--- src/sv/fseq_pkg.sv ---
package fseq_pkg;

   localparam int MAX_FRAMES = 16;
   localparam int IDX_W      = $clog2(MAX_FRAMES);
   localparam int COUNT_W    = 5;
   localparam int TIMER_W    = 32;
   localparam int ELAPSED_W  = 16;
   localparam int SPEED_W    = 12;
   localparam int INC_W      = ELAPSED_W + SPEED_W;
   localparam int DUR_W      = 16;
   localparam int FRAC_W     = 8;
   localparam int CSR_IDX_W  = 2;
   localparam int CSR_DATA_W = 12;

   // request kinds
   localparam logic [1:0] KIND_TICK  = 2'd0;
   localparam logic [1:0] KIND_LOAD  = 2'd1;
   localparam logic [1:0] KIND_START = 2'd2;

   // play modes
   localparam logic [1:0] MODE_ONCE      = 2'd0;
   localparam logic [1:0] MODE_OSCILLATE = 2'd1;
   localparam logic [1:0] MODE_LOOP      = 2'd2;

   // register indexes
   localparam logic [CSR_IDX_W-1:0] CSR_PLAY_MODE   = 2'd0;
   localparam logic [CSR_IDX_W-1:0] CSR_SPEED       = 2'd1;
   localparam logic [CSR_IDX_W-1:0] CSR_FRAME_COUNT = 2'd2;

   localparam logic [SPEED_W-1:0] SPEED_RESET = 12'd256;

   typedef struct packed {
      logic [TIMER_W-1:0] timer;
      logic [IDX_W-1:0]   pos;
      logic               dir_up;
      logic               running;
   } seq_state_type;

   typedef struct packed {
      logic [1:0]         play_mode;
      logic [COUNT_W-1:0] frame_count;
   } seq_cfg_type;

endpackage

--- src/sv/fseq_dur_table.sv ---
module fseq_dur_table
   import fseq_pkg::*;
(
   input  logic             clock,
   input  logic             wr_en,
   input  logic [IDX_W-1:0] wr_addr,
   input  logic [DUR_W-1:0] wr_data,
   input  logic [IDX_W-1:0] rd_addr,
   output logic [DUR_W-1:0] rd_data
);

   logic [DUR_W-1:0] dur_ff [MAX_FRAMES];

   always_ff @(posedge clock) begin
      if (wr_en) begin
         dur_ff[wr_addr] <= wr_data;
      end
   end

   assign rd_data = dur_ff[rd_addr];

endmodule

--- src/sv/fseq_update.sv ---
module fseq_update
   import fseq_pkg::*;
(
   input  logic [1:0]         kind,
   input  logic [INC_W-1:0]   inc,
   input  seq_state_type      cur,
   input  seq_cfg_type        cfg,
   input  logic [DUR_W-1:0]   dur_rd,
   output logic [IDX_W-1:0]   rd_addr,
   output seq_state_type      nxt,
   output logic               advanced,
   output logic               playing
);

   logic [COUNT_W-1:0] n_used;
   logic [COUNT_W-1:0] n_last;
   logic               active;
   logic [IDX_W-1:0]   pos_c;
   logic [TIMER_W:0]   sum;
   logic               counting;
   logic               at_end;
   logic               new_dir;

   always_comb begin
      n_used = (cfg.frame_count > COUNT_W'(MAX_FRAMES)) ? COUNT_W'(MAX_FRAMES)
                                                       : cfg.frame_count;
      n_last = n_used - COUNT_W'(1);
      active = cur.running && (n_used != '0);
      // clamp a stale position to the last frame
      pos_c  = ({1'b0, cur.pos} >= n_used) ? n_last[IDX_W-1:0] : cur.pos;
      rd_addr = pos_c;
      sum      = {1'b0, cur.timer} + {{(TIMER_W+1-INC_W){1'b0}}, inc};
      counting = (dur_rd != '0) &&
                 (cur.timer < {{(TIMER_W-DUR_W-FRAC_W){1'b0}}, dur_rd, {FRAC_W{1'b0}}});
      at_end   = cur.dir_up ? ({1'b0, pos_c} == n_last) : (pos_c == '0);
      new_dir  = cur.dir_up;

      nxt      = cur;
      advanced = 1'b0;

      unique case (kind)
         KIND_TICK: begin
            if (active) begin
               nxt.pos = pos_c;
               if (counting) begin
                  nxt.timer = sum[TIMER_W] ? '1 : sum[TIMER_W-1:0];
               end else begin
                  nxt.timer = '0;
                  advanced  = 1'b1;
                  if (!at_end) begin
                     nxt.pos = cur.dir_up ? pos_c + IDX_W'(1) : pos_c - IDX_W'(1);
                  end else begin
                     priority if (cfg.play_mode == MODE_OSCILLATE) begin
                        new_dir    = !cur.dir_up;
                        nxt.dir_up = new_dir;
                        nxt.pos    = new_dir ? '0 : n_last[IDX_W-1:0];
                     end else if (cfg.play_mode == MODE_LOOP) begin
                        nxt.pos = cur.dir_up ? '0 : n_last[IDX_W-1:0];
                     end else begin
                        nxt.running = 1'b0;
                     end
                  end
               end
            end
         end
         KIND_LOAD: begin
            nxt.pos = (cur.dir_up || (n_used == '0)) ? '0 : n_last[IDX_W-1:0];
         end
         KIND_START: begin
            nxt.running = 1'b1;
         end
         default: begin
            nxt = cur;
         end
      endcase

      playing = nxt.running && (n_used != '0);
   end

endmodule

--- src/sv/frame_sequencer_once_loop_pingpong_core.sv ---
// Sprite animation frame sequencer. Each request is a time tick, a frame
// duration load, or a start command, and each request returns exactly one
// response with the frame now shown, the playing and direction flags, and
// whether this tick ended the frame. Ticks grow a 32-bit timer (8 fraction
// bits) by elapsed * speed_q4_8 until it reaches duration * 256; the next
// tick then moves one frame in the current direction, with once, loop or
// oscillate behavior at the sequence end. Throughput is one request per
// cycle while rsp_ready stays high. A request passes through the input
// register, where the speed product is formed, and then the update into
// the response register, which makes its response valid. A response held
// by a low rsp_ready stalls the update stage, and req_ready drops once the
// input register is also full. csr_* writes are only expected while idle.
module frame_sequencer_once_loop_pingpong_core
   import fseq_pkg::*;
(
   input  logic                  clock,
   input  logic                  reset,
   // request channel
   input  logic                  req_valid,
   output logic                  req_ready,
   input  logic [1:0]            req_kind,
   input  logic [ELAPSED_W-1:0]  req_elapsed,
   input  logic [3:0]            req_entry_index,
   input  logic [DUR_W-1:0]      req_entry_duration,
   // response channel
   output logic                  rsp_valid,
   input  logic                  rsp_ready,
   output logic [3:0]            rsp_current_frame,
   output logic                  rsp_is_playing,
   output logic                  rsp_going_forward,
   output logic                  rsp_advanced,
   // configuration
   input  logic                  csr_we,
   input  logic [CSR_IDX_W-1:0]  csr_index,
   input  logic [CSR_DATA_W-1:0] csr_wdata
);

   // configuration registers
   logic [1:0]         play_mode_ff;
   logic [SPEED_W-1:0] speed_ff;
   logic [COUNT_W-1:0] frame_count_ff;

   always_ff @(posedge clock) begin
      if (reset) begin
         play_mode_ff   <= MODE_ONCE;
         speed_ff       <= SPEED_RESET;
         frame_count_ff <= '0;
      end else if (csr_we) begin
         unique case (csr_index)
            CSR_PLAY_MODE:   play_mode_ff   <= csr_wdata[1:0];
            CSR_SPEED:       speed_ff       <= csr_wdata[SPEED_W-1:0];
            CSR_FRAME_COUNT: frame_count_ff <= csr_wdata[COUNT_W-1:0];
            default: ;
         endcase
      end
   end

   // input register: holds one request; the scaled increment is formed here
   // so the update stage only sees an add and compare
   logic               in_valid_ff;
   logic [1:0]         in_kind_ff;
   logic [INC_W-1:0]   in_inc_ff;
   logic [IDX_W-1:0]   in_slot_ff;
   logic [DUR_W-1:0]   in_dur_ff;
   logic               req_fire;
   logic               step_go;

   // the update stage fires when the response register is free or draining
   assign step_go   = in_valid_ff && (!rsp_valid || rsp_ready);
   assign req_ready = !in_valid_ff || step_go;
   assign req_fire  = req_valid && req_ready;

   always_ff @(posedge clock) begin
      if (reset) begin
         in_valid_ff <= 1'b0;
      end else if (req_ready) begin
         in_valid_ff <= req_valid;
      end
   end

   always_ff @(posedge clock) begin
      if (req_fire) begin
         in_kind_ff <= req_kind;
         in_inc_ff  <= INC_W'(req_elapsed) * INC_W'(speed_ff);
         in_slot_ff <= req_entry_index[IDX_W-1:0];
         in_dur_ff  <= req_entry_duration;
      end
   end

   // sequencer state
   seq_state_type state_ff;
   seq_state_type state_in;
   seq_cfg_type   cfg;
   logic [IDX_W-1:0] rd_addr;
   logic [DUR_W-1:0] dur_rd;
   logic             adv;
   logic             playing;

   assign cfg.play_mode   = play_mode_ff;
   assign cfg.frame_count = frame_count_ff;

   // duration table; entries have no reset, loads fill them
   fseq_dur_table u_table (
      .clock   (clock),
      .wr_en   (step_go && (in_kind_ff == KIND_LOAD)),
      .wr_addr (in_slot_ff),
      .wr_data (in_dur_ff),
      .rd_addr (rd_addr),
      .rd_data (dur_rd)
   );

   fseq_update u_update (
      .kind     (in_kind_ff),
      .inc      (in_inc_ff),
      .cur      (state_ff),
      .cfg      (cfg),
      .dur_rd   (dur_rd),
      .rd_addr  (rd_addr),
      .nxt      (state_in),
      .advanced (adv),
      .playing  (playing)
   );

   always_ff @(posedge clock) begin
      if (reset) begin
         state_ff.timer   <= '0;
         state_ff.pos     <= '0;
         state_ff.dir_up  <= 1'b1;
         state_ff.running <= 1'b0;
      end else if (step_go) begin
         state_ff <= state_in;
      end
   end

   // response register
   logic             rsp_valid_ff;
   logic [IDX_W-1:0] rsp_frame_ff;
   logic             rsp_playing_ff;
   logic             rsp_fwd_ff;
   logic             rsp_adv_ff;

   always_ff @(posedge clock) begin
      if (reset) begin
         rsp_valid_ff <= 1'b0;
      end else if (step_go) begin
         rsp_valid_ff <= 1'b1;
      end else if (rsp_ready) begin
         rsp_valid_ff <= 1'b0;
      end
   end

   always_ff @(posedge clock) begin
      if (step_go) begin
         rsp_frame_ff   <= state_in.pos;
         rsp_playing_ff <= playing;
         rsp_fwd_ff     <= state_in.dir_up;
         rsp_adv_ff     <= adv;
      end
   end

   assign rsp_valid         = rsp_valid_ff;
   assign rsp_current_frame = 4'(rsp_frame_ff);
   assign rsp_is_playing    = rsp_playing_ff;
   assign rsp_going_forward = rsp_fwd_ff;
   assign rsp_advanced      = rsp_adv_ff;

endmodule
--- config.mk ---
export PLATFORM = sky130hd
export DESIGN_NAME = frame_sequencer_once_loop_pingpong_core
export DESIGN_NICKNAME = d
export VERILOG_FILES = /design/src/sv/fseq_pkg.sv /design/src/sv/fseq_dur_table.sv /design/src/sv/fseq_update.sv /design/src/sv/frame_sequencer_once_loop_pingpong_core.sv
export SDC_FILE = /design/constraint.sdc
export NUM_CORES = 1
export LEC_CHECK = 0
export ABC_AREA = 1
export BUFFER_PORTS_ARGS = -buffer_cell sky130_fd_sc_hd__buf_2
export CAP_MARGIN = 15
export CORE_ASPECT_RATIO = 1.25
export CORE_MARGIN = 2
export CORE_UTILIZATION = 40
export DETAILED_ROUTE_END_ITERATION = 6
export GPL_ROUTABILITY_DRIVEN = 0
export PLACE_DENSITY = 0.52
export SLEW_MARGIN = 20
export SYNTH_ARGS = -nofsm -noshare
export SYNTH_HDL_FRONTEND = slang
export SYNTH_SLANG_ARGS = --single-unit
--- constraint.sdc ---
create_clock -name clock -period 6.84 [get_ports clock]
set_clock_uncertainty 0.1 [all_clocks]
set_input_delay 0.684 -clock clock [delete_from_list [all_inputs] [get_ports clock]]
set_output_delay 0.684 -clock clock [all_outputs]
set_load 0.02 [all_outputs]
==> results of run 1 <==
==> worst paths after layout <==
kind                                                   to  cells past startpoint
worst min-delay path              in_dur_ff[15]$_DFFE_PP_                      1
worst max register to register    in_inc_ff[26]$_DFFE_PP_                     24
worst min register to register  state_ff[35]$_SDFFE_PP0P_                      2
worst max-delay path              in_inc_ff[26]$_DFFE_PP_                     24
==> worst reg2reg max path: stages, from the launching register on <==
cell,delay [ns]
dfxtp_1,0.78
nand2_1,0.18
fa_1,0.49
fa_1,0.55
inv_1,0.05
fa_1,0.52
inv_1,0.05
fa_1,0.45
fa_1,0.49
inv_1,0.04
ha_1,0.32
a21oi_1,0.22
nor2_1,0.09
a211oi_1,0.19
o221ai_1,0.13
a21oi_1,0.32
o21ai_0,0.20
nand3_1,0.11
nand2_1,0.08
nand3_1,0.08
nand2_1,0.08
a21oi_1,0.13
nor2_1,0.05
nor2_1,0.10
xor2_1,0.07
==> flip-flops by register name (all words and copies together) (netlist names), 2 cells and up <==
signal	cells
in_inc_ff	28
rsp_current_frame	4
speed_ff	12
in_slot_ff	4
u_table.dur_ff	256
state_ff	38
play_mode_ff	2
frame_count_ff	5
in_kind_ff	2
in_dur_ff	16
==> power by group through the flow <==
stage	Clock (W)	Sequential, W	Combinational [W]
2_1_floorplan	0	0.00265	0.00154
3_3_place_gp	0	0.00268	0.00203
3_5_place_dp	0	0.00268	0.00205
4_1_cts	0.00232	0.00263	0.00207
5_1_grt	0.00241	0.00264	0.00233
6_report	0.00227	0.00263	0.00203
==> kinds of logic after synthesis <==
family | share of synthesized area, %
and+or+nand+nor | 17.4
buffers and inverters | 9.08
DFF | 45.7
AOI/OAI and AO/OA | 7.61
adders and majority gates | 18.5
xor gates and xnor gates | 1.74
==> layout make-up <==
| class | instances | area [um2] |
|---|---|---|
| fill | 5434 | 31600 |
| sequential | 372 | 10600 |
| multi-input combinational | 1607 | 10500 |
| inverter | 414 | 1550 |
| clock buffer | 51 | 1090 |
| tap | 750 | 938 |
| timing repair buffer | 106 | 671 |
| clock inverter | 23 | 279 |
==> synthesized netlist by cell type, types with 3 or more instances <==
library cell,n,area [um2]
buf_6,10,113
nor4_1,5,31.3
nor3_1,8,40.0
o21ai_1,8,40.0
o2111ai_1,5,43.8
nand2_2,3,18.8
nand3_1,118,591
buf_2,27,135
xnor2_1,12,105
o31ai_1,4,30.0
inv_2,7,26.3
a21oi_1,114,571
nand2_4,3,33.8
nor2_1,110,413
xor2_1,34,298
or2_2,4,25.0
edfxtp_1,313,9400
clkbuf_1,55,206
inv_1,404,1520
buf_4,12,90.1
o211ai_1,48,360
o21ai_0,99,495
dfxtp_1,59,1180
clkinv_1,3,11.3
o21a_1,5,37.5
nand4_1,5,31.3
nand2_1,739,2770
fa_1,142,2840
ha_1,116,1450
==> stage by stage <==
stage | power, W | hold WS [ns]
2_1_floorplan | 0.00419 | 0.337
3_3_place_gp | 0.00471 | 0.353
3_5_place_dp | 0.00474 | 0.364
4_1_cts | 0.00702 | 0.143
5_1_grt | 0.00739 | 0.161
6_report | 0.00694 | 0.179
==> routing by layer <==
metal,vias to the layer above,wire length (um)
met2,271,30100
met5,-,0
met4,0,1330
li1,8098,-
met1,8131,23400
met3,86,1670
==> results.py, run 1 <==
metrics = {
    "logic_synthesis": {
        "syn_area_um2": 23200,
        "synthesis.nets": 2813,
        "seq_area_frac_synth_pct": 45.7,
        "syn_avg_cell_area_um2": 9.27,
        "synth_seq_cells": 372,
        "synthFlopType": "edfxtp_1",
        "ys_types": 48,
        "async_reset_ff_share_pct": 0,
        "ys_warn_count": 0,
        "netlist_instances": 2498,
        "synth-edff-count": 313,
    },
    "cts": {
        "htree_levels": 2,
        "clock-sinks": 372,
        "cts_setup_buffers": 0,
        "insertion_delay_ns": 0.58,
        "cts_tree": "built",
        "clkSlewWorstSetupHoldPaths_ns": 0.06,
        "root_buffer": "clkbuf_16",
        "numCtsBuffers": 42,
        "clk_path_buf_depth": 3,
        "ctsResizeCount": 0,
        "ctsHoldBuffers": 0,
    },
    "worst_setup_path": {
        "path_class": "flip-flop to flip-flop",
        "start_kind": "flip-flop",
        "cp_slowest_cell": "dfxtp_1",
        "crit_fanout": 17,
        "path_cells": "nand2_1 -> fa_1 -> fa_1 -> inv_1 -> fa_1 -> inv_1 -> fa_1 -> fa_1 -> inv_1 -> ha_1 -> a21oi_1 -> nor2_1 -> a211oi_1 -> o221ai_1 -> a21oi_1 -> o21ai_0 -> nand3_1 -> nand2_1 -> nand3_1 -> nand2_1 -> a21oi_1 -> nor2_1 -> nor2_1 -> xor2_1",
        "critPathBufInv": 3,
        "arrival_ns": 6.35,
        "crit_start": "speed_ff[3]$_SDFFE_PP0P_",
        "critPathRequiredTime_ns": 7.05,
        "path_common_cell": "fa_1",
        "slowest_delay_ns": 0.78,
        "critical-path-top-delay-family": "adder cells",
        "cp-end-kind": "flip-flop",
        "r2r-start": "speed_ff[3]$_SDFFE_PP0P_",
        "ff2ff_setup_slack_ns": 0.70,
    },
    "grt": {
        "grt_overflow": 0,
        "grtUsageMet3_pct": 2.15,
        "grt_pass1_vias": 17200,
        "use_met1_pct": 22.5,
        "grt_pass1_wl_um": 91000,
        "grt_busiest_layer": "met2",
        "antenna_found_initial": 0,
        "globalRouteMet2Util_pct": 37.1,
        "grt_max_degree": 52,
        "track_usage_pct": 19.4,
    },
    "floorplanning": {
        "die_height_um": 273,
        "ios": 66,
        "coreArea_um2": 57300,
        "start_util_pct": 40.4,
        "die-area_um2": 59900,
        "die_w_um": 219,
        "rows": 98,
    },
    "layout": {
        "final_cell_mix": "nand2_1 (739), inv_1 (403), edfxtp_1 (313), fa_1 (142), nand3_1 (118)",
        "area_growth_pct": 10.8,
        "stdcell_area_um2": 25700,
        "instances_no_fill": 3323,
        "antenna_cells": 0,
        "final_util_pct": 44.8,
        "final_common_cell": "nand2_1",
        "drive_gt1_share_pct": 8.01,
        "nets": 2858,
    },
    "power": {
        "internal-power_w": 0.00460,
        "seq_power_share_pct": 38.0,
        "combPwrFrac_pct": 29.3,
        "sw_frac_of_total_pct": 33.6,
        "peakVddDrop_mv": 0.227,
        "leakage_nw": 11.6,
        "clock_power_share_pct": 32.7,
        "power.switching_w": 0.00233,
        "powerDensity_nw_per_um2": 270,
    },
    "timing": {
        "setup_slack_ns": 0.698,
        "finalCritPeriodShare_pct": 89.8,
        "max_freq_ghz": 0.163,
        "slew_viol_final": 0,
        "fin_crit_ns": 6.14,
        "hold_viol": 0,
        "setup_viol_count_final": 0,
        "worstMarginPinSlew_ns": 0.834,
        "fin_tns_setup_ns": 0,
        "relSlewSlack_pct": 44.3,
        "rsz0062_at_grt": "no",
    },
    "run": {
        "drv_cap": 0,
    },
    "drt": {
        "drtIter0Drc": 873,
        "wl_per_cell_um": 17.0,
        "routed_wirelength_um": 56500,
        "antenna_left": 0,
        "viasPerCell": 4.99,
        "drc": 0,
        "first_pass_iters": 5,
        "vias": 16600,
    },
    "place": {
        "io_buffers": 65,
        "place_inst": 3249,
        "placed_cell_area_um2": 24300,
        "place_worst_setup_slack_ns": 0.629,
        "dpl.hpwl_um": 40200,
    },
    "hold_path": {
        "worstHoldStart": "req_entry_duration[15]",
        "worstHoldPathType": "input pin to flip-flop",
    },
    "status": {
        "outcome": "completed",
    },
}
No activity file was read; power rests on OpenSTA's default activity.
==> run 2, diff against run 1 <==
--- a/config.mk
+++ b/config.mk
@@ -5,7 +5,6 @@
 export SDC_FILE = /design/constraint.sdc
 export NUM_CORES = 1
 export LEC_CHECK = 0
-export ABC_AREA = 1
 export BUFFER_PORTS_ARGS = -buffer_cell sky130_fd_sc_hd__buf_2
 export CAP_MARGIN = 15
 export CORE_ASPECT_RATIO = 1.25
==> results.py, run 2 <==
metrics = {
    "status": {
        "outcome": "completed",
    },
    "timing": {
        "timing.hold.ws_ns": 0.195,
        "finalCritPeriodShare_pct": 90.4,
        "max_freq_ghz": 0.162,
        "hold_viol": 0,
        "rsz0062_at_grt": "no",
        "worstMarginPinSlew_ns": 0.971,
        "fin_tns_setup_ns": 0,
        "setup_viol_count_final": 0,
        "relSlewSlack_pct": 34.9,
        "slew_viol_final": 0,
        "fin_crit_ns": 6.18,
    },
    "floorplanning": {
        "die_height_um": 266,
        "ios": 66,
        "coreArea_um2": 54000,
        "die_w_um": 213,
        "die-area_um2": 56700,
        "rows": 95,
        "start_util_pct": 40.7,
    },
    "grt": {
        "grt_max_degree": 57,
        "antenna_found_initial": 0,
        "grt_pass1_wl_um": 81900,
        "track_usage_pct": 18.9,
        "grt_overflow": 0,
        "grt_pass1_vias": 14300,
    },
    "logic_synthesis": {
        "yosys-top-cells-area": "edfxtp_1 (43%), fa_1 (13%), ha_1 (6.6%)",
        "ys_types": 71,
        "yosysMostFrequentCell": "edfxtp_1",
        "synthFlopType": "edfxtp_1",
        "netlist_instances": 1742,
        "synth_seq_cells": 372,
        "synth-edff-count": 313,
        "ys_top_cells_by_count": "edfxtp_1 (313), nand2_1 (203), inv_1 (176)",
        "seq_area_frac_synth_pct": 48.2,
        "synthesis.nets": 2057,
        "syn_avg_cell_area_um2": 12.6,
        "async_reset_ff_share_pct": 0,
        "synth_top_area_share_pct": 42.8,
        "yosysTopAreaCell": "edfxtp_1",
        "syn_area_um2": 21900,
        "ys_warn_count": 0,
    },
    "place": {
        "place_inst": 2503,
        "io_buffers": 65,
        "dpl.hpwl_um": 36600,
    },
    "cts": {
        "insertion_delay_ns": 0.56,
        "ctsResizeCount": 0,
        "ctsHoldBuffers": 0,
        "cts_setup_buffers": 0,
        "numCtsBuffers": 41,
        "htree_levels": 2,
        "clock-sinks": 372,
        "cts_tree": "built",
        "clkSlewWorstSetupHoldPaths_ns": 0.06,
        "clk_path_buf_depth": 3,
        "root_buffer": "clkbuf_16",
    },
    "drt": {
        "first_pass_iters": 7,
        "routed_wirelength_um": 51800,
        "wl_met3_um": 1500,
        "wl_met2_um": 28000,
        "wl_per_cell_um": 20.1,
        "met1Wirelength_um": 21300,
        "highest_layer": "met4",
        "vias": 13400,
        "antenna_left": 0,
        "drc": 0,
        "viasPerCell": 5.19,
        "drtIter0Drc": 751,
    },
    "layout": {
        "instances_no_fill": 2578,
        "top_register": "u_table.dur_ff",
        "nets": 2134,
        "final_common_cell": "edfxtp_1",
        "nFillCells": 4996,
        "multi_input_area_um2": 10500,
        "area_growth_pct": 12.2,
        "largest_reg_flops": 256,
        "final-seq-area_um2": 10600,
        "reg_top3": "u_table.dur_ff: 256 flops, state_ff: 38 flops, in_inc_ff: 28 flops",
        "antenna_cells": 0,
        "final_cell_mix": "edfxtp_1 (313), nand2_1 (203), inv_1 (176), fa_1 (142), ha_1 (116)",
        "drive_gt1_share_pct": 14.5,
    },
    "power": {
        "power.switching_w": 0.00163,
        "sw_frac_of_total_pct": 27.5,
        "leakage_nw": 9.69,
        "seq_power_share_pct": 43.5,
        "combPwrFrac_pct": 20.1,
        "power_w": 0.00593,
        "internal-power_w": 0.00430,
        "peakVddDrop_mv": 0.180,
        "clock_power_share_pct": 36.4,
        "powerDensity_nw_per_um2": 241,
    },
    "worst_setup_path": {
        "crit_fanout": 17,
        "crit_start": "speed_ff[3]$_SDFFE_PP0P_",
        "start_kind": "flip-flop",
        "critPathRequiredTime_ns": 7.05,
        "slowest_delay_ns": 0.74,
        "arrival_ns": 6.39,
        "cp-end-kind": "flip-flop",
        "path_cells": "nand2_1 -> fa_1 -> inv_1 -> ha_1 -> fa_1 -> inv_1 -> fa_1 -> fa_1 -> inv_1 -> ha_1 -> o21ai_0 -> a21boi_0 -> o21ai_0 -> a21oi_1 -> o2111ai_1 -> nand3_1 -> a31oi_1 -> o21ai_0 -> nor4_1 -> o41ai_1 -> a21oi_1 -> xnor2_1",
        "path_common_cell": "fa_1",
        "cp_slowest_cell": "dfxtp_1",
        "critical-path-top-delay-family": "adder cells",
        "path_class": "flip-flop to flip-flop",
        "r2r-start": "speed_ff[3]$_SDFFE_PP0P_",
        "critPathBufInv": 3,
    },
    "run": {
        "drv_cap": 0,
    },
    "hold_path": {
        "worstHoldPathType": "input pin to flip-flop",
        "worstHoldStart": "req_entry_duration[11]",
    },
}
==> run 2: final timing paths <==
check	endpoint	slack (ns)	depth (start not counted)
min reg2reg	state_ff[12]$_SDFFE_PP0P_	0.36	2
max reg2reg	in_inc_ff[26]$_DFFE_PP_	0.66	22
max	in_inc_ff[26]$_DFFE_PP_	0.66	22
min	in_dur_ff[11]$_DFFE_PP_	0.19	1
==> run 2: per-stage QoR <==
stage,setup slack (ns),utilization (%),area (um2)
floorplan,0.795,-,21900
global placement,0.623,43.2,23300
detailed placement,0.512,43.2,23300
CTS,0.611,45.6,24600
global route,0.0646,45.6,24600
finish,0.659,45.6,24600
==> run 2: layout make-up <==
type / count / area share, %
multi-input cells: 1121 / 42.7
clock inverters: 16 / 0.686
repair buffers: 105 / 2.64
clock buffers: 59 / 4.62
inverters: 178 / 2.71
flip-flops and latches: 372 / 43.0
well taps: 727 / 3.70
==> run 2: logic make-up after synthesis <==
| family | share of synthesized area (%) |
|---|---|
| and+or+nand+nor | 10.4 |
| DFF | 48.2 |
| adders and majority gates | 19.6 |
| buffers and inverters | 4.35 |
| AOI/OAI and AO/OA | 5.90 |
| muxes | 9.47 |
| xor gates and xnor gates | 2.12 |
==> run 2: layer usage <==
metal  track usage [%]  vias up
met4              4.75        0
met5                 0        -
met3              2.05       73
li1                  -     6272
met1              23.0     6824
met2              35.5      206
==> run 2: power groups by stage <==
stage               clock, W  combinational (W)  sequential (W)
detailed placement         0            0.00121         0.00263
CTS                  0.00222            0.00121         0.00258
global placement           0            0.00120         0.00263
finish               0.00216            0.00119         0.00258
floorplan                  0           0.000879         0.00260
global route         0.00230            0.00133         0.00259
==> run 3, diff against run 2 <==
--- a/config.mk
+++ b/config.mk
@@ -5,14 +5,14 @@
 export SDC_FILE = /design/constraint.sdc
 export NUM_CORES = 1
 export LEC_CHECK = 0
-export BUFFER_PORTS_ARGS = -buffer_cell sky130_fd_sc_hd__buf_2
 export CAP_MARGIN = 15
 export CORE_ASPECT_RATIO = 1.25
 export CORE_MARGIN = 2
 export CORE_UTILIZATION = 40
 export DETAILED_ROUTE_END_ITERATION = 6
+export DONT_BUFFER_PORTS = 1
 export GPL_ROUTABILITY_DRIVEN = 0
-export PLACE_DENSITY = 0.52
+export PLACE_DENSITY = 0.51
 export SLEW_MARGIN = 20
 export SYNTH_ARGS = -nofsm -noshare
 export SYNTH_HDL_FRONTEND = slang
==> constraint.sdc (replaced) <==
create_clock -name clock -period 7.9 [get_ports clock]
set_clock_uncertainty 0.1 [all_clocks]
set_input_delay 0.79 -clock clock [delete_from_list [all_inputs] [get_ports clock]]
set_output_delay 0.79 -clock clock [all_outputs]
set_load 0.02 [all_outputs]
==> results.py, run 3 (synthesis results as in run 2) <==
metrics = {
    "floorplanning": {
        "ios": 66,
        "die-area_um2": 56700,
        "die_w_um": 213,
        "die_height_um": 266,
        "start_util_pct": 40.7,
        "rows": 95,
        "coreArea_um2": 54000,
    },
    "power": {
        "power_w": 0.00509,
        "peakVddDrop_mv": 0.131,
        "internal-power_w": 0.00369,
        "powerDensity_nw_per_um2": 210,
        "seq_power_share_pct": 44.0,
        "combPwrFrac_pct": 19.3,
        "clock_power_share_pct": 36.7,
        "power.switching_w": 0.00141,
        "leakage_nw": 9.42,
        "sw_frac_of_total_pct": 27.6,
    },
    "layout": {
        "largest_reg_flops": 256,
        "nFillCells": 4979,
        "drive_gt1_share_pct": 11.9,
        "final_cell_mix": "edfxtp_1 (313), nand2_1 (203), inv_1 (176), fa_1 (142), ha_1 (116)",
        "reg_top3": "u_table.dur_ff: 256 flops, state_ff: 38 flops, in_inc_ff: 28 flops",
        "final_util_pct": 45.0,
        "top_register": "u_table.dur_ff",
        "final_common_cell": "edfxtp_1",
        "nets": 2063,
        "area_growth_pct": 10.6,
        "instances_no_fill": 2508,
    },
    "timing": {
        "setup_viol_count_final": 0,
        "worstMarginPinSlew_ns": 0.862,
        "fin_crit_ns": 6.48,
        "max_freq_ghz": 0.154,
        "fin_tns_setup_ns": 0,
        "relSlewSlack_pct": 42.5,
        "rsz0062_at_grt": "no",
        "hold_viol": 0,
        "slew_viol_final": 0,
        "finalCritPeriodShare_pct": 82.0,
    },
    "drt": {
        "highest_layer": "met4",
        "routed_wirelength_um": 51500,
        "wl_met3_um": 1670,
        "drc": 0,
        "met1Wirelength_um": 21100,
        "antenna_left": 0,
        "wl_per_cell_um": 20.5,
        "wl_met2_um": 27600,
        "viasPerCell": 5.22,
        "vias": 13100,
        "drtIter0Drc": 727,
        "first_pass_iters": 4,
    },
    "cts": {
        "clk_path_buf_depth": 3,
        "cts_tree": "built",
        "clkSlewWorstSetupHoldPaths_ns": 0.06,
        "htree_levels": 2,
        "root_buffer": "clkbuf_16",
        "cts_setup_buffers": 0,
        "clock-sinks": 372,
        "numCtsBuffers": 42,
        "insertion_delay_ns": 0.56,
        "ctsHoldBuffers": 0,
        "ctsResizeCount": 0,
    },
    "grt": {
        "track_usage_pct": 18.9,
        "grt_max_degree": 47,
        "grt_overflow": 0,
        "grt_pass1_vias": 14200,
        "grt_pass1_wl_um": 81400,
        "antenna_found_initial": 2,
    },
    "worst_setup_path": {
        "cp-end-kind": "flip-flop",
        "r2r-start": "speed_ff[4]$_SDFFE_PP0P_",
        "start_kind": "flip-flop",
        "crit_start": "speed_ff[4]$_SDFFE_PP0P_",
        "path_class": "flip-flop to flip-flop",
        "arrival_ns": 6.69,
        "critPathRequiredTime_ns": 8.11,
        "crit_fanout": 17,
    },
    "place": {
        "io_buffers": 0,
        "place_inst": 2431,
        "dpl.hpwl_um": 36100,
    },
    "status": {
        "outcome": "completed",
    },
    "hold_path": {
        "worstHoldStart": "reset",
        "worstHoldPathType": "input pin to flip-flop",
    },
    "run": {
        "drv_cap": 0,
    },
}
-- run 3: worst paths after layout --
kind	endpoint	slack (ns)	depth (start not counted)
min	state_ff[2]$_SDFFE_PP0P_	0.20	1
max reg2reg	in_inc_ff[27]$_DFFE_PP_	1.42	20
max	in_inc_ff[27]$_DFFE_PP_	1.42	20
min reg2reg	state_ff[13]$_SDFFE_PP0P_	0.35	2
-- run 3: worst max-delay path, stage by stage (launching register included) --
cell      delay, ns
dfxtp_1        0.80
nand2_1        0.16
fa_1           0.46
fa_1           0.55
inv_1          0.06
fa_1           0.53
inv_1          0.05
fa_1           0.45
fa_1           0.49
inv_1          0.04
ha_1           0.34
and2_1         0.18
o21ai_0        0.14
o31ai_1        0.13
o41ai_1        0.70
o211ai_1       0.22
o2111a_1       0.20
o21a_1         0.17
o21ai_0        0.20
a21oi_1        0.11
xnor2_1        0.13
-- run 3: area by class of cell --
cell class | count | area, um2 | share of cell area (%)
Sequential cell | 372 | 10600 | 43.6
Clock buffer | 48 | 1110 | 4.60
Clock inverter | 28 | 213 | 0.877
Inverter | 178 | 668 | 2.75
Timing Repair Buffer | 33 | 280 | 1.16
Multi-Input combinational cell | 1121 | 10500 | 43.2
Tap cell | 727 | 910 | 3.75
Antenna cell | 1 | 2.50 | 0.0103
-- run 3: power groups by stage --
stage	clock network, W	registers [W]	logic, W
6_report	0.00187	0.00224	0.000984
4_1_cts	0.00193	0.00224	0.00101
3_3_place_gp	0	0.00228	0.000987
5_1_grt	0.00200	0.00225	0.00111
3_5_place_dp	0	0.00228	0.00100
2_1_floorplan	0	0.00225	0.000761
-- run 3: routing by layer --
| metal | up-vias | global-route usage [%] |
|---|---|---|
| li1 | 6111 | - |
| met1 | 6706 | 22.7 |
| met2 | 210 | 35.1 |
| met3 | 75 | 2.64 |
| met4 | 0 | 5.18 |
| met5 | - | 0 |
-- run 3: through the flow --
step                      hold slack (ns)  cell area (um2)  worst slack, ns
after CTS                           0.164            24300             1.40
after detailed placement            0.349            22900             1.29
final                               0.200            24300             1.42
after global routing                0.172            24300             1.01
after floorplan                     0.329            21900             1.75
after global placement              0.345            22900             1.35
